`config.mk`:
```
export PLATFORM = sky130hd
export DESIGN_NAME = rgb_hue_color_classifier
export DESIGN_NICKNAME = d
export VERILOG_FILES = /design/src/design/hcc_pkg.sv /design/src/design/hcc_front.sv /design/src/design/hcc_div.sv /design/src/design/rgb_hue_color_classifier.sv
export SDC_FILE = /design/constraint.sdc
export NUM_CORES = 1
export LEC_CHECK = 0
export BUFFER_PORTS_ARGS = -buffer_cell sky130_fd_sc_hd__buf_2
export CAP_MARGIN = 10
export CORE_ASPECT_RATIO = 0.75
export CORE_UTILIZATION = 45
export DETAILED_ROUTE_END_ITERATION = 10
export PLACE_DENSITY_LB_ADDON = 0.2
export SYNTH_ARGS = -nofsm -noshare
export SYNTH_HDL_FRONTEND = slang
export SYNTH_SLANG_ARGS = --single-unit
```
`constraint.sdc`:
```
create_clock -name i_clk -period 10.3 [get_ports i_clk]
set_clock_uncertainty 0.05 [all_clocks]
set_input_delay 2.06 -clock i_clk [delete_from_list [all_inputs] [get_ports i_clk]]
set_output_delay 2.06 -clock i_clk [all_outputs]
set_load 0.005 [all_outputs]
```
`src/design/hcc_pkg.sv`:
```
package hcc_pkg;

    // Channel full scale. A channel level is CHANNEL_MAX minus its pulse width.
    localparam int CHANNEL_MAX = 255;

    localparam int PULSE_W = 8;
    localparam int CODE_W  = 4;
    localparam int HUE_W   = 15;
    localparam int SAT_W   = 13;
    localparam int VAL_W   = 13;

    // Width of one channel level.
    localparam int LVL_W = $clog2(CHANNEL_MAX + 1);
    // Signed width used when a level is formed from a pulse.
    localparam int SUB_W = ((LVL_W > PULSE_W) ? LVL_W : PULSE_W) + 1;

    // Dividend widths: hue numerator stays below 23040 * delta,
    // saturation and value numerators below 8192 * level.
    localparam int HNUM_W = LVL_W + HUE_W;
    localparam int SNUM_W = LVL_W + SAT_W;
    localparam int VNUM_W = LVL_W + VAL_W;

    // Value division by the constant full scale is a multiply by a rounded-up
    // reciprocal; the shift is wide enough for the result to be exact.
    localparam int VAL_S  = VNUM_W + LVL_W;
    localparam int VALM_W = VNUM_W + 2;
    localparam longint unsigned VAL_M_FULL =
        ((64'd1 << VAL_S) + 64'(CHANNEL_MAX) - 64'd1) / 64'(CHANNEL_MAX);
    localparam logic [VALM_W-1:0] VAL_M = VALM_W'(VAL_M_FULL);
    localparam int VALP_W = VNUM_W + VALM_W;

    // Default number of divider stages.
    localparam int DIV_STAGES_DEF = 4;

    typedef enum logic [CODE_W-1:0] {
        COLOR_WHITE   = 4'd0,
        COLOR_RED     = 4'd1,
        COLOR_ORANGE  = 4'd2,
        COLOR_YELLOW  = 4'd3,
        COLOR_GREEN   = 4'd4,
        COLOR_CYAN    = 4'd5,
        COLOR_BLUE    = 4'd6,
        COLOR_VIOLET  = 4'd7,
        COLOR_MAGENTA = 4'd8
    } t_color;

    typedef enum logic [1:0] {
        MAX_RED   = 2'd0,
        MAX_GREEN = 2'd1,
        MAX_BLUE  = 2'd2
    } t_maxsel;

    typedef struct packed {
        logic [PULSE_W-1:0] red_pulse;
        logic [PULSE_W-1:0] green_pulse;
        logic [PULSE_W-1:0] blue_pulse;
        logic [CODE_W-1:0]  color_code;
    } t_in;

    typedef struct packed {
        logic             is_match;
        logic [HUE_W-1:0] hue_x64;
        logic [SAT_W-1:0] sat_x64;
        logic [VAL_W-1:0] value_x64;
    } t_out;

    // What the front stages hand to the dividers.
    typedef struct packed {
        logic [HNUM_W-1:0] hue_num;
        logic [SNUM_W-1:0] sat_num;
        logic [VNUM_W-1:0] val_num;
        logic [LVL_W-1:0]  delta;
        logic [LVL_W-1:0]  mx;
        logic              white;
        logic              gray;
        logic [CODE_W-1:0] code;
    } t_front;

endpackage

```
`src/design/hcc_front.sv`:
```
module hcc_front
    import hcc_pkg::*;
(
    input  logic       i_clk,
    input  logic [1:0] i_en,
    input  t_in        i_data,
    output t_front     o_front
);

    localparam int HS_W = HNUM_W + 2;
    localparam int WH_W = LVL_W + 8;

    localparam logic signed [HS_W-1:0] K_SLOPE = HS_W'(3840);
    localparam logic [HUE_W-1:0] BASE_WRAP  = HUE_W'(23040);
    localparam logic [HUE_W-1:0] BASE_GREEN = HUE_W'(7680);
    localparam logic [HUE_W-1:0] BASE_BLUE  = HUE_W'(15360);
    localparam logic [WH_W-1:0]  WHITE_VAL  = WH_W'(97 * CHANNEL_MAX);

    function automatic logic [LVL_W-1:0] level_of(input logic [PULSE_W-1:0] p);
        logic signed [SUB_W-1:0] d;
        d = $signed(SUB_W'(CHANNEL_MAX)) - $signed(SUB_W'(p));
        return d[SUB_W-1] ? '0 : d[LVL_W-1:0];
    endfunction

    // Stage A: levels, extremes and which channel is the maximum.
    logic [LVL_W-1:0]  lv_r, lv_g, lv_b, a_mx, a_mn;
    t_maxsel           a_sel;
    logic [LVL_W-1:0]  r_a_r, r_a_g, r_a_b, r_a_mx, r_a_delta;
    t_maxsel           r_a_sel;
    logic [CODE_W-1:0] r_a_code;

    always_comb begin
        lv_r = level_of(i_data.red_pulse);
        lv_g = level_of(i_data.green_pulse);
        lv_b = level_of(i_data.blue_pulse);
        a_mx = (lv_r > lv_g) ? lv_r : lv_g;
        a_mx = (a_mx > lv_b) ? a_mx : lv_b;
        a_mn = (lv_r < lv_g) ? lv_r : lv_g;
        a_mn = (a_mn < lv_b) ? a_mn : lv_b;
        if (lv_r >= a_mx) begin
            a_sel = MAX_RED;
        end else if (lv_g >= a_mx) begin
            a_sel = MAX_GREEN;
        end else begin
            a_sel = MAX_BLUE;
        end
    end

    always_ff @(posedge i_clk) begin
        if (i_en[0]) begin
            r_a_r     <= lv_r;
            r_a_g     <= lv_g;
            r_a_b     <= lv_b;
            r_a_mx    <= a_mx;
            r_a_delta <= a_mx - a_mn;
            r_a_sel   <= a_sel;
            r_a_code  <= i_data.color_code;
        end
    end

    // Stage B: dividends and the white test.
    logic [LVL_W-1:0]        x, y;
    logic signed [LVL_W:0]   diff;
    logic [HUE_W-1:0]        base;
    logic signed [HS_W-1:0]  t_base, t_diff, num;
    t_front                  n_front, r_front;

    always_comb begin
        unique case (r_a_sel)
            MAX_RED: begin
                x = r_a_g;
                y = r_a_b;
            end
            MAX_GREEN: begin
                x = r_a_b;
                y = r_a_r;
            end
            MAX_BLUE: begin
                x = r_a_r;
                y = r_a_g;
            end
            default: begin
                x = '0;
                y = '0;
            end
        endcase
        diff = $signed({1'b0, x}) - $signed({1'b0, y});
        case (r_a_sel)
            MAX_RED:   base = diff[LVL_W] ? BASE_WRAP : '0;
            MAX_GREEN: base = BASE_GREEN;
            default:   base = BASE_BLUE;
        endcase
        t_base = $signed(HS_W'(base) * HS_W'(r_a_delta));
        t_diff = {{(HS_W - LVL_W - 1){diff[LVL_W]}}, diff};
        num    = t_base + t_diff * K_SLOPE;

        n_front.hue_num = num[HNUM_W-1:0];
        n_front.sat_num = SNUM_W'(r_a_delta) * SNUM_W'(6400);
        n_front.val_num = VNUM_W'(r_a_mx) * VNUM_W'(6400);
        n_front.delta   = r_a_delta;
        n_front.mx      = r_a_mx;
        n_front.white   = (WH_W'(r_a_mx) * WH_W'(100) > WHITE_VAL) &&
                          (WH_W'(r_a_delta) * WH_W'(100) < WH_W'(r_a_mx) * WH_W'(5));
        n_front.gray    = (r_a_delta == '0);
        n_front.code    = r_a_code;
    end

    always_ff @(posedge i_clk) begin
        if (i_en[1]) begin
            r_front <= n_front;
        end
    end

    assign o_front = r_front;

endmodule

```
`src/design/hcc_div.sv`:
```
module hcc_div
    import hcc_pkg::*;
#(
    parameter int NW  = HNUM_W,
    parameter int DW  = LVL_W,
    parameter int QW  = HUE_W,
    parameter int STG = DIV_STAGES_DEF
) (
    input  logic           i_clk,
    input  logic [STG-1:0] i_en,
    input  logic [NW-1:0]  i_num,
    input  logic [DW-1:0]  i_den,
    output logic [QW-1:0]  o_quo
);

    localparam int BPS = (QW + STG - 1) / STG;
    localparam int QP  = BPS * STG;
    localparam int XW  = QP + DW;

    // Each stage holds the partial remainder and a word that starts as the
    // low dividend bits and fills with quotient bits as they shift out.
    logic [XW-1:0] num_x;
    logic [DW-1:0] r_rem [STG];
    logic [DW-1:0] r_den [STG];
    logic [QP-1:0] r_lq  [STG];
    logic [DW-1:0] n_rem [STG];
    logic [QP-1:0] n_lq  [STG];

    assign num_x = XW'(i_num);

    always_comb begin
        logic [DW-1:0] rem, den;
        logic [QP-1:0] lq;
        logic [DW:0]   t;
        for (int k = 0; k < STG; k++) begin
            if (k == 0) begin
                rem = num_x[XW-1:QP];
                lq  = num_x[QP-1:0];
                den = i_den;
            end else begin
                rem = r_rem[k-1];
                lq  = r_lq[k-1];
                den = r_den[k-1];
            end
            for (int s = 0; s < BPS; s++) begin
                t = {rem, lq[QP-1]};
                if (t >= {1'b0, den}) begin
                    rem = DW'(t - {1'b0, den});
                    lq  = {lq[QP-2:0], 1'b1};
                end else begin
                    rem = t[DW-1:0];
                    lq  = {lq[QP-2:0], 1'b0};
                end
            end
            n_rem[k] = rem;
            n_lq[k]  = lq;
        end
    end

    always_ff @(posedge i_clk) begin
        for (int k = 0; k < STG; k++) begin
            if (i_en[k]) begin
                r_rem[k] <= n_rem[k];
                r_lq[k]  <= n_lq[k];
                r_den[k] <= (k == 0) ? i_den : r_den[(k == 0) ? 0 : k - 1];
            end
        end
    end

    assign o_quo = r_lq[STG-1][QW-1:0];

endmodule

```
`src/design/rgb_hue_color_classifier.sv`:
```
// Color classifier for a stream of RGB pulse-width readings.
//
// Input channel (i_valid / o_ready / i_data): one reading per transfer, made
// of three pulse widths and a requested color code. Output channel (o_valid /
// i_ready / o_data): one result per reading, in order, with the match flag
// and the hue, saturation and value of the reading in 1/64 units.
//
// The datapath is a pipeline of DIV_STAGES + 3 register stages: two front
// stages form the levels and the dividends, DIV_STAGES stages run the hue
// and saturation dividers side by side, and a final output register holds
// the band decision. A new reading is taken every cycle unless a stall at
// i_ready has filled the pipeline; the rate is set by the per-stage
// handshake, with no shared unit.
//
// Each stage has its own valid bit. A stage loads when it is empty or when
// the stage after it loads, so a stall at i_ready fills bubbles first and
// only then drops o_ready; nothing is lost or repeated. Reset (synchronous,
// active low) clears every valid bit; the data registers are not reset.
module rgb_hue_color_classifier
    import hcc_pkg::*;
#(
    parameter int DIV_STAGES = DIV_STAGES_DEF
) (
    input  logic i_clk,
    input  logic i_rst_n,
    input  logic i_valid,
    output logic o_ready,
    input  t_in  i_data,
    output logic o_valid,
    input  logic i_ready,
    output t_out o_data
);

    // Stage 0 and 1 sit in the front, then the divider stages, then the
    // output register.
    localparam int NSTG = DIV_STAGES + 3;
    localparam int DLST = DIV_STAGES - 1;

    // Hue band edges in 1/64 degree.
    localparam logic [HUE_W-1:0] H_15  = HUE_W'(15 * 64);
    localparam logic [HUE_W-1:0] H_25  = HUE_W'(25 * 64);
    localparam logic [HUE_W-1:0] H_75  = HUE_W'(75 * 64);
    localparam logic [HUE_W-1:0] H_165 = HUE_W'(165 * 64);
    localparam logic [HUE_W-1:0] H_220 = HUE_W'(220 * 64);
    localparam logic [HUE_W-1:0] H_235 = HUE_W'(235 * 64);
    localparam logic [HUE_W-1:0] H_270 = HUE_W'(270 * 64);
    localparam logic [HUE_W-1:0] H_330 = HUE_W'(330 * 64);

    function automatic logic band_match(input logic [HUE_W-1:0]  hue,
                                        input logic [CODE_W-1:0] code,
                                        input logic              white);
        logic m;
        unique case (t_color'(code))
            COLOR_WHITE:   m = white;
            COLOR_RED:     m = (hue >= H_330) || (hue < H_15);
            COLOR_ORANGE:  m = (hue >= H_15)  && (hue < H_25);
            COLOR_YELLOW:  m = (hue >= H_25)  && (hue < H_75);
            COLOR_GREEN:   m = (hue >= H_75)  && (hue < H_165);
            COLOR_CYAN:    m = (hue >= H_165) && (hue < H_220);
            COLOR_BLUE:    m = (hue >= H_220) && (hue < H_235);
            COLOR_VIOLET:  m = (hue >= H_235) && (hue < H_270);
            COLOR_MAGENTA: m = (hue >= H_270) && (hue < H_330);
            default:       m = 1'b0;
        endcase
        return m;
    endfunction

    // Handshake: a stage is ready when it is empty or its successor loads.
    logic [NSTG-1:0] r_vld;
    logic [NSTG-1:0] rdy;
    logic [NSTG-1:0] vin;
    logic [NSTG-1:0] ld;

    always_comb begin
        rdy[NSTG-1] = !r_vld[NSTG-1] || i_ready;
        for (int k = NSTG - 2; k >= 0; k--) begin
            rdy[k] = !r_vld[k] || rdy[k+1];
        end
        vin = {r_vld[NSTG-2:0], i_valid};
        ld  = rdy & vin;
    end

    always_ff @(posedge i_clk) begin
        if (!i_rst_n) begin
            r_vld <= '0;
        end else begin
            for (int k = 0; k < NSTG; k++) begin
                if (rdy[k]) begin
                    r_vld[k] <= vin[k];
                end
            end
        end
    end

    assign o_ready = rdy[0];

    // Front: levels, max/min, dividends, white test.
    t_front front;

    hcc_front u_front (
        .i_clk   (i_clk),
        .i_en    (ld[1:0]),
        .i_data  (i_data),
        .o_front (front)
    );

    // Hue = hue_num / delta and saturation = sat_num / max, both truncated.
    logic [HUE_W-1:0] hue_q;
    logic [SAT_W-1:0] sat_q;

    hcc_div #(
        .NW  (HNUM_W),
        .DW  (LVL_W),
        .QW  (HUE_W),
        .STG (DIV_STAGES)
    ) u_div_hue (
        .i_clk (i_clk),
        .i_en  (ld[DIV_STAGES+1:2]),
        .i_num (front.hue_num),
        .i_den (front.delta),
        .o_quo (hue_q)
    );

    hcc_div #(
        .NW  (SNUM_W),
        .DW  (LVL_W),
        .QW  (SAT_W),
        .STG (DIV_STAGES)
    ) u_div_sat (
        .i_clk (i_clk),
        .i_en  (ld[DIV_STAGES+1:2]),
        .i_num (front.sat_num),
        .i_den (front.mx),
        .o_quo (sat_q)
    );

    // Side band that rides along with the dividers. Value is the exact
    // quotient by the full scale, done as a reciprocal multiply in the
    // first divider stage.
    logic [CODE_W-1:0] r_code  [DIV_STAGES];
    logic              r_white [DIV_STAGES];
    logic              r_gray  [DIV_STAGES];
    logic [VAL_W-1:0]  r_val   [DIV_STAGES];
    logic [VALP_W-1:0] val_prod;

    assign val_prod = VALP_W'(front.val_num) * VALP_W'(VAL_M);

    always_ff @(posedge i_clk) begin
        if (ld[2]) begin
            r_code[0]  <= front.code;
            r_white[0] <= front.white;
            r_gray[0]  <= front.gray;
            r_val[0]   <= val_prod[VAL_S +: VAL_W];
        end
        for (int k = 1; k < DIV_STAGES; k++) begin
            if (ld[2+k]) begin
                r_code[k]  <= r_code[k-1];
                r_white[k] <= r_white[k-1];
                r_gray[k]  <= r_gray[k-1];
                r_val[k]   <= r_val[k-1];
            end
        end
    end

    // Output stage. A gray reading (all levels equal) has zero hue and
    // saturation; the hue divider sees a zero divisor then, and both
    // quotients are dropped.
    t_out n_out, r_out;

    always_comb begin
        n_out.hue_x64   = r_gray[DLST] ? '0 : hue_q;
        n_out.sat_x64   = r_gray[DLST] ? '0 : sat_q;
        n_out.value_x64 = r_val[DLST];
        n_out.is_match  = band_match(n_out.hue_x64, r_code[DLST], r_white[DLST]);
    end

    always_ff @(posedge i_clk) begin
        if (ld[NSTG-1]) begin
            r_out <= n_out;
        end
    end

    assign o_valid = r_vld[NSTG-1];
    assign o_data  = r_out;

endmodule

```
==> impl_metrics.env <==
export IMPL_drive_gt1_share_pct=9.17
export IMPL_cts_root_buf="clkbuf_16"
export IMPL_dr_pass1_iters=8
export IMPL_num_antenna_cells=0
export IMPL_cp_top_family="compound AO/OA/AOI/OAI gates"
export IMPL_finalSetupViolations=0
export IMPL_final_cell_mix="ha_1 (479), edfxtp_1 (386), inv_1 (371)"
export IMPL_timing_hold_worst_class="reg -> reg"
export IMPL_dp_cells=4250
export IMPL_drc=6
export IMPL_hold_viol_final=0
export IMPL_layout_nets=3928
export IMPL_violations="design-rule violations"
export IMPL_worst_pin_slew_ns=0.990
export IMPL_endpoint_kind="flop"
export IMPL_slew_headroom_pct=33.7
export IMPL_initial_core_util_pct=45.8
export IMPL_synth_distinct_cells=91
export IMPL_maxSlewViolCount=0
export IMPL_port_buffers=75
export IMPL_io_pin_count=76
export IMPL_yosysSeqAreaShare_pct=35.5
export IMPL_postCtsSetupRepairBufs=0
export IMPL_numCtsBuffers=43
export IMPL_fin_ws_ns=0.493
export IMPL_rsz0062_at_grt="yes"
export IMPL_wl_per_cell_um=16.9
export IMPL_hpwl_um=57200
export IMPL_place_ws_ns=0.439
export IMPL_path_class="reg -> reg"
export IMPL_cts_tree="done"
export IMPL_crit_fanout=12
export IMPL_layout_min_cycle_time_ns=9.81
export IMPL_grt_first_pass_wirelength_um=120000
export IMPL_die_w_um=315
export IMPL_cp_slowest_cell="a222oi_1"
export IMPL_synth_ff_type="edfxtp_1"
export IMPL_first_global_vias=22600
export IMPL_max_cap_violations=0
export IMPL_multi_input_area_mm2=0.0198
export IMPL_ys_warn_count=0
export IMPL_synthArstFlopShare_pct=0
export IMPL_start_kind="flop"
export IMPL_drt_iter0_drc=1632
export IMPL_die_h_um=237
export IMPL_max_freq_mhz=102
export IMPL_htreeDepth=2
export IMPL_track_usage_pct=19.9
export IMPL_ys_seq_elements=393
export IMPL_final_cell_area_mm2=0.0361
export IMPL_num_rows=85
export IMPL_wl_um=73100
export IMPL_gp_congestion=0.918
export IMPL_slowest_delay_ns=0.64
export IMPL_final_common_cell="ha_1"
export IMPL_synthToLayoutAreaGrowth_pct=9.04
export IMPL_via_per_inst=5.46
export IMPL_fin_crit_sh_pct=95.2
export IMPL_via_count=23600
export IMPL_outcome="complete, but fails checks"
export IMPL_synth_edf_count=386
export IMPL_clk_pin_slew_worst_paths_ns=0.06
export IMPL_fill_cells=6657
export IMPL_die_area_mm2=0.0746
export IMPL_synth_area_mm2=0.0331
export IMPL_worstPathArrival_ns=10.05
export IMPL_antenna_found_initial=1
export IMPL_worst_path_buf_inv=3
export IMPL_syn_avg_cell_area_um2=10.2
export IMPL_syn_nets=3835
export IMPL_cp_required_ns=10.55
export IMPL_gr_total_overflow=0
export IMPL_clock_path_buffers=3
export IMPL_ant_nets=0
export IMPL_grt_max_degree=64
export IMPL_placed_cell_area_mm2=0.0346
export IMPL_final_cell_count_no_fill=4328
export IMPL_core_area_mm2=0.0722
export IMPL_register_area_mm2=0.0117
export IMPL_insertion_delay_ns=0.58
export IMPL_synth_cells=3245
export IMPL_clock_sinks=393
path summary, 6_finish.rpt:
kind	end	startpoint	slack [ns]	depth (start not counted)
worst max-delay path	u_div_sat.r_rem[1][1]$_DFFE_PP_	u_div_sat.r_den[0][1]$_DFFE_PP_	0.49	33
worst min-delay path	r_gray[1]$_DFFE_PP_	r_gray[0]$_DFFE_PP_	0.35	0
worst max register to register	u_div_sat.r_rem[1][1]$_DFFE_PP_	u_div_sat.r_den[0][1]$_DFFE_PP_	0.49	33
worst min register to register	r_gray[1]$_DFFE_PP_	r_gray[0]$_DFFE_PP_	0.35	0
what timing repair did:
action,CTS,global route
endpoints found under the setup margin,0,16
resized for setup,0,3
hold buffers,0,0
per-stage QoR:
stage	setup TNS (ns)	utilization, %	hold slack [ns]
after global routing	-0.247	49.9	0.358
after detailed placement	0	48.0	0.355
final	0	49.9	0.347
after floorplan	0	-	0.350
after CTS	0	49.9	0.345
after global placement	0	48.0	0.351
Yosys cell counts, drive strengths merged, types with 10 or more instances:
cell,number,area [µm²]
ha,479,5990
edfxtp,386,11600
inv,374,1400
a21oi,214,1070
nor2,201,757
o21ai,171,856
nand2,160,601
xnor2,142,1240
nor2b,104,651
mux2,87,987
fa,79,1580
a21o,74,556
nor3,67,335
xor2,59,517
o21a,54,405
mux2i,51,510
nand3,46,230
nand2b,45,282
and2,30,188
or2,30,188
clkbuf,26,97.6
nand4,26,163
or3,24,150
a31oi,21,131
buf,20,118
o21bai,20,150
a21boi,17,128
and3,17,111
o211ai,16,125
and4,15,131
o31ai,14,124
a211o,11,96.3
o221ai,11,96.3
o31a,11,96.3
a211oi,10,87.6
o2111ai,10,87.6
area by class of cell:
class,count,share of cell area [%]
well taps,957,3.32
flip-flops and latches,393,32.5
repair buffers,94,1.44
clock inverters,27,0.802
multi-input cells,2431,54.9
inverters,375,3.90
clock buffers,51,3.12
sequential cells by signal (all words and copies together) (netlist names), 16 cells and up:
register	flops
u_div_sat.r_den	24
o_data	42
u_div_sat.r_lq	29
u_div_hue.r_rem	24
r_val	52
u_div_sat.r_rem	24
r_code	16
u_front.o_front	57
u_div_hue.r_den	24
u_div_hue.r_lq	40
worst register-to-register path, delay by kind of cell, from the launching register on:
kind                     cells  cell delay, ns
AO/OA/AOI/OAI               20            6.19
adder cells (fa/ha/maj)      4            1.29
AND/OR/NAND/NOR              6            0.77
buffers and inverters        3            0.68
flip-flops                   1            0.53
metal layers:
| metal | wire length (µm) | GRT usage [%] | share of wire, % | vias to the layer above |
|---|---|---|---|---|
| met1 | 38400 | 30.9 | 53 | 11100 |
| met3 | 3710 | 2.62 | 5.1 | 63 |
| met2 | 29900 | 29.3 | 41 | 492 |
| met5 | 0 | 0 | 0 | - |
| li1 | - | - | - | 12000 |
| met4 | 1040 | 3.81 | 1.4 | 0 |
cells by family after synthesis:
family | synth area share [%]
fa+ha+maj | 22.9
mux | 4.53
compound gates | 14.5
xor+xnor | 5.40
flops | 35.5
buf+inv | 4.91
simple gates | 12.3
Power is left out: the tool's default activity adds up to more than one toggle a clock period on the data nets, which glitch-free logic cannot reach.
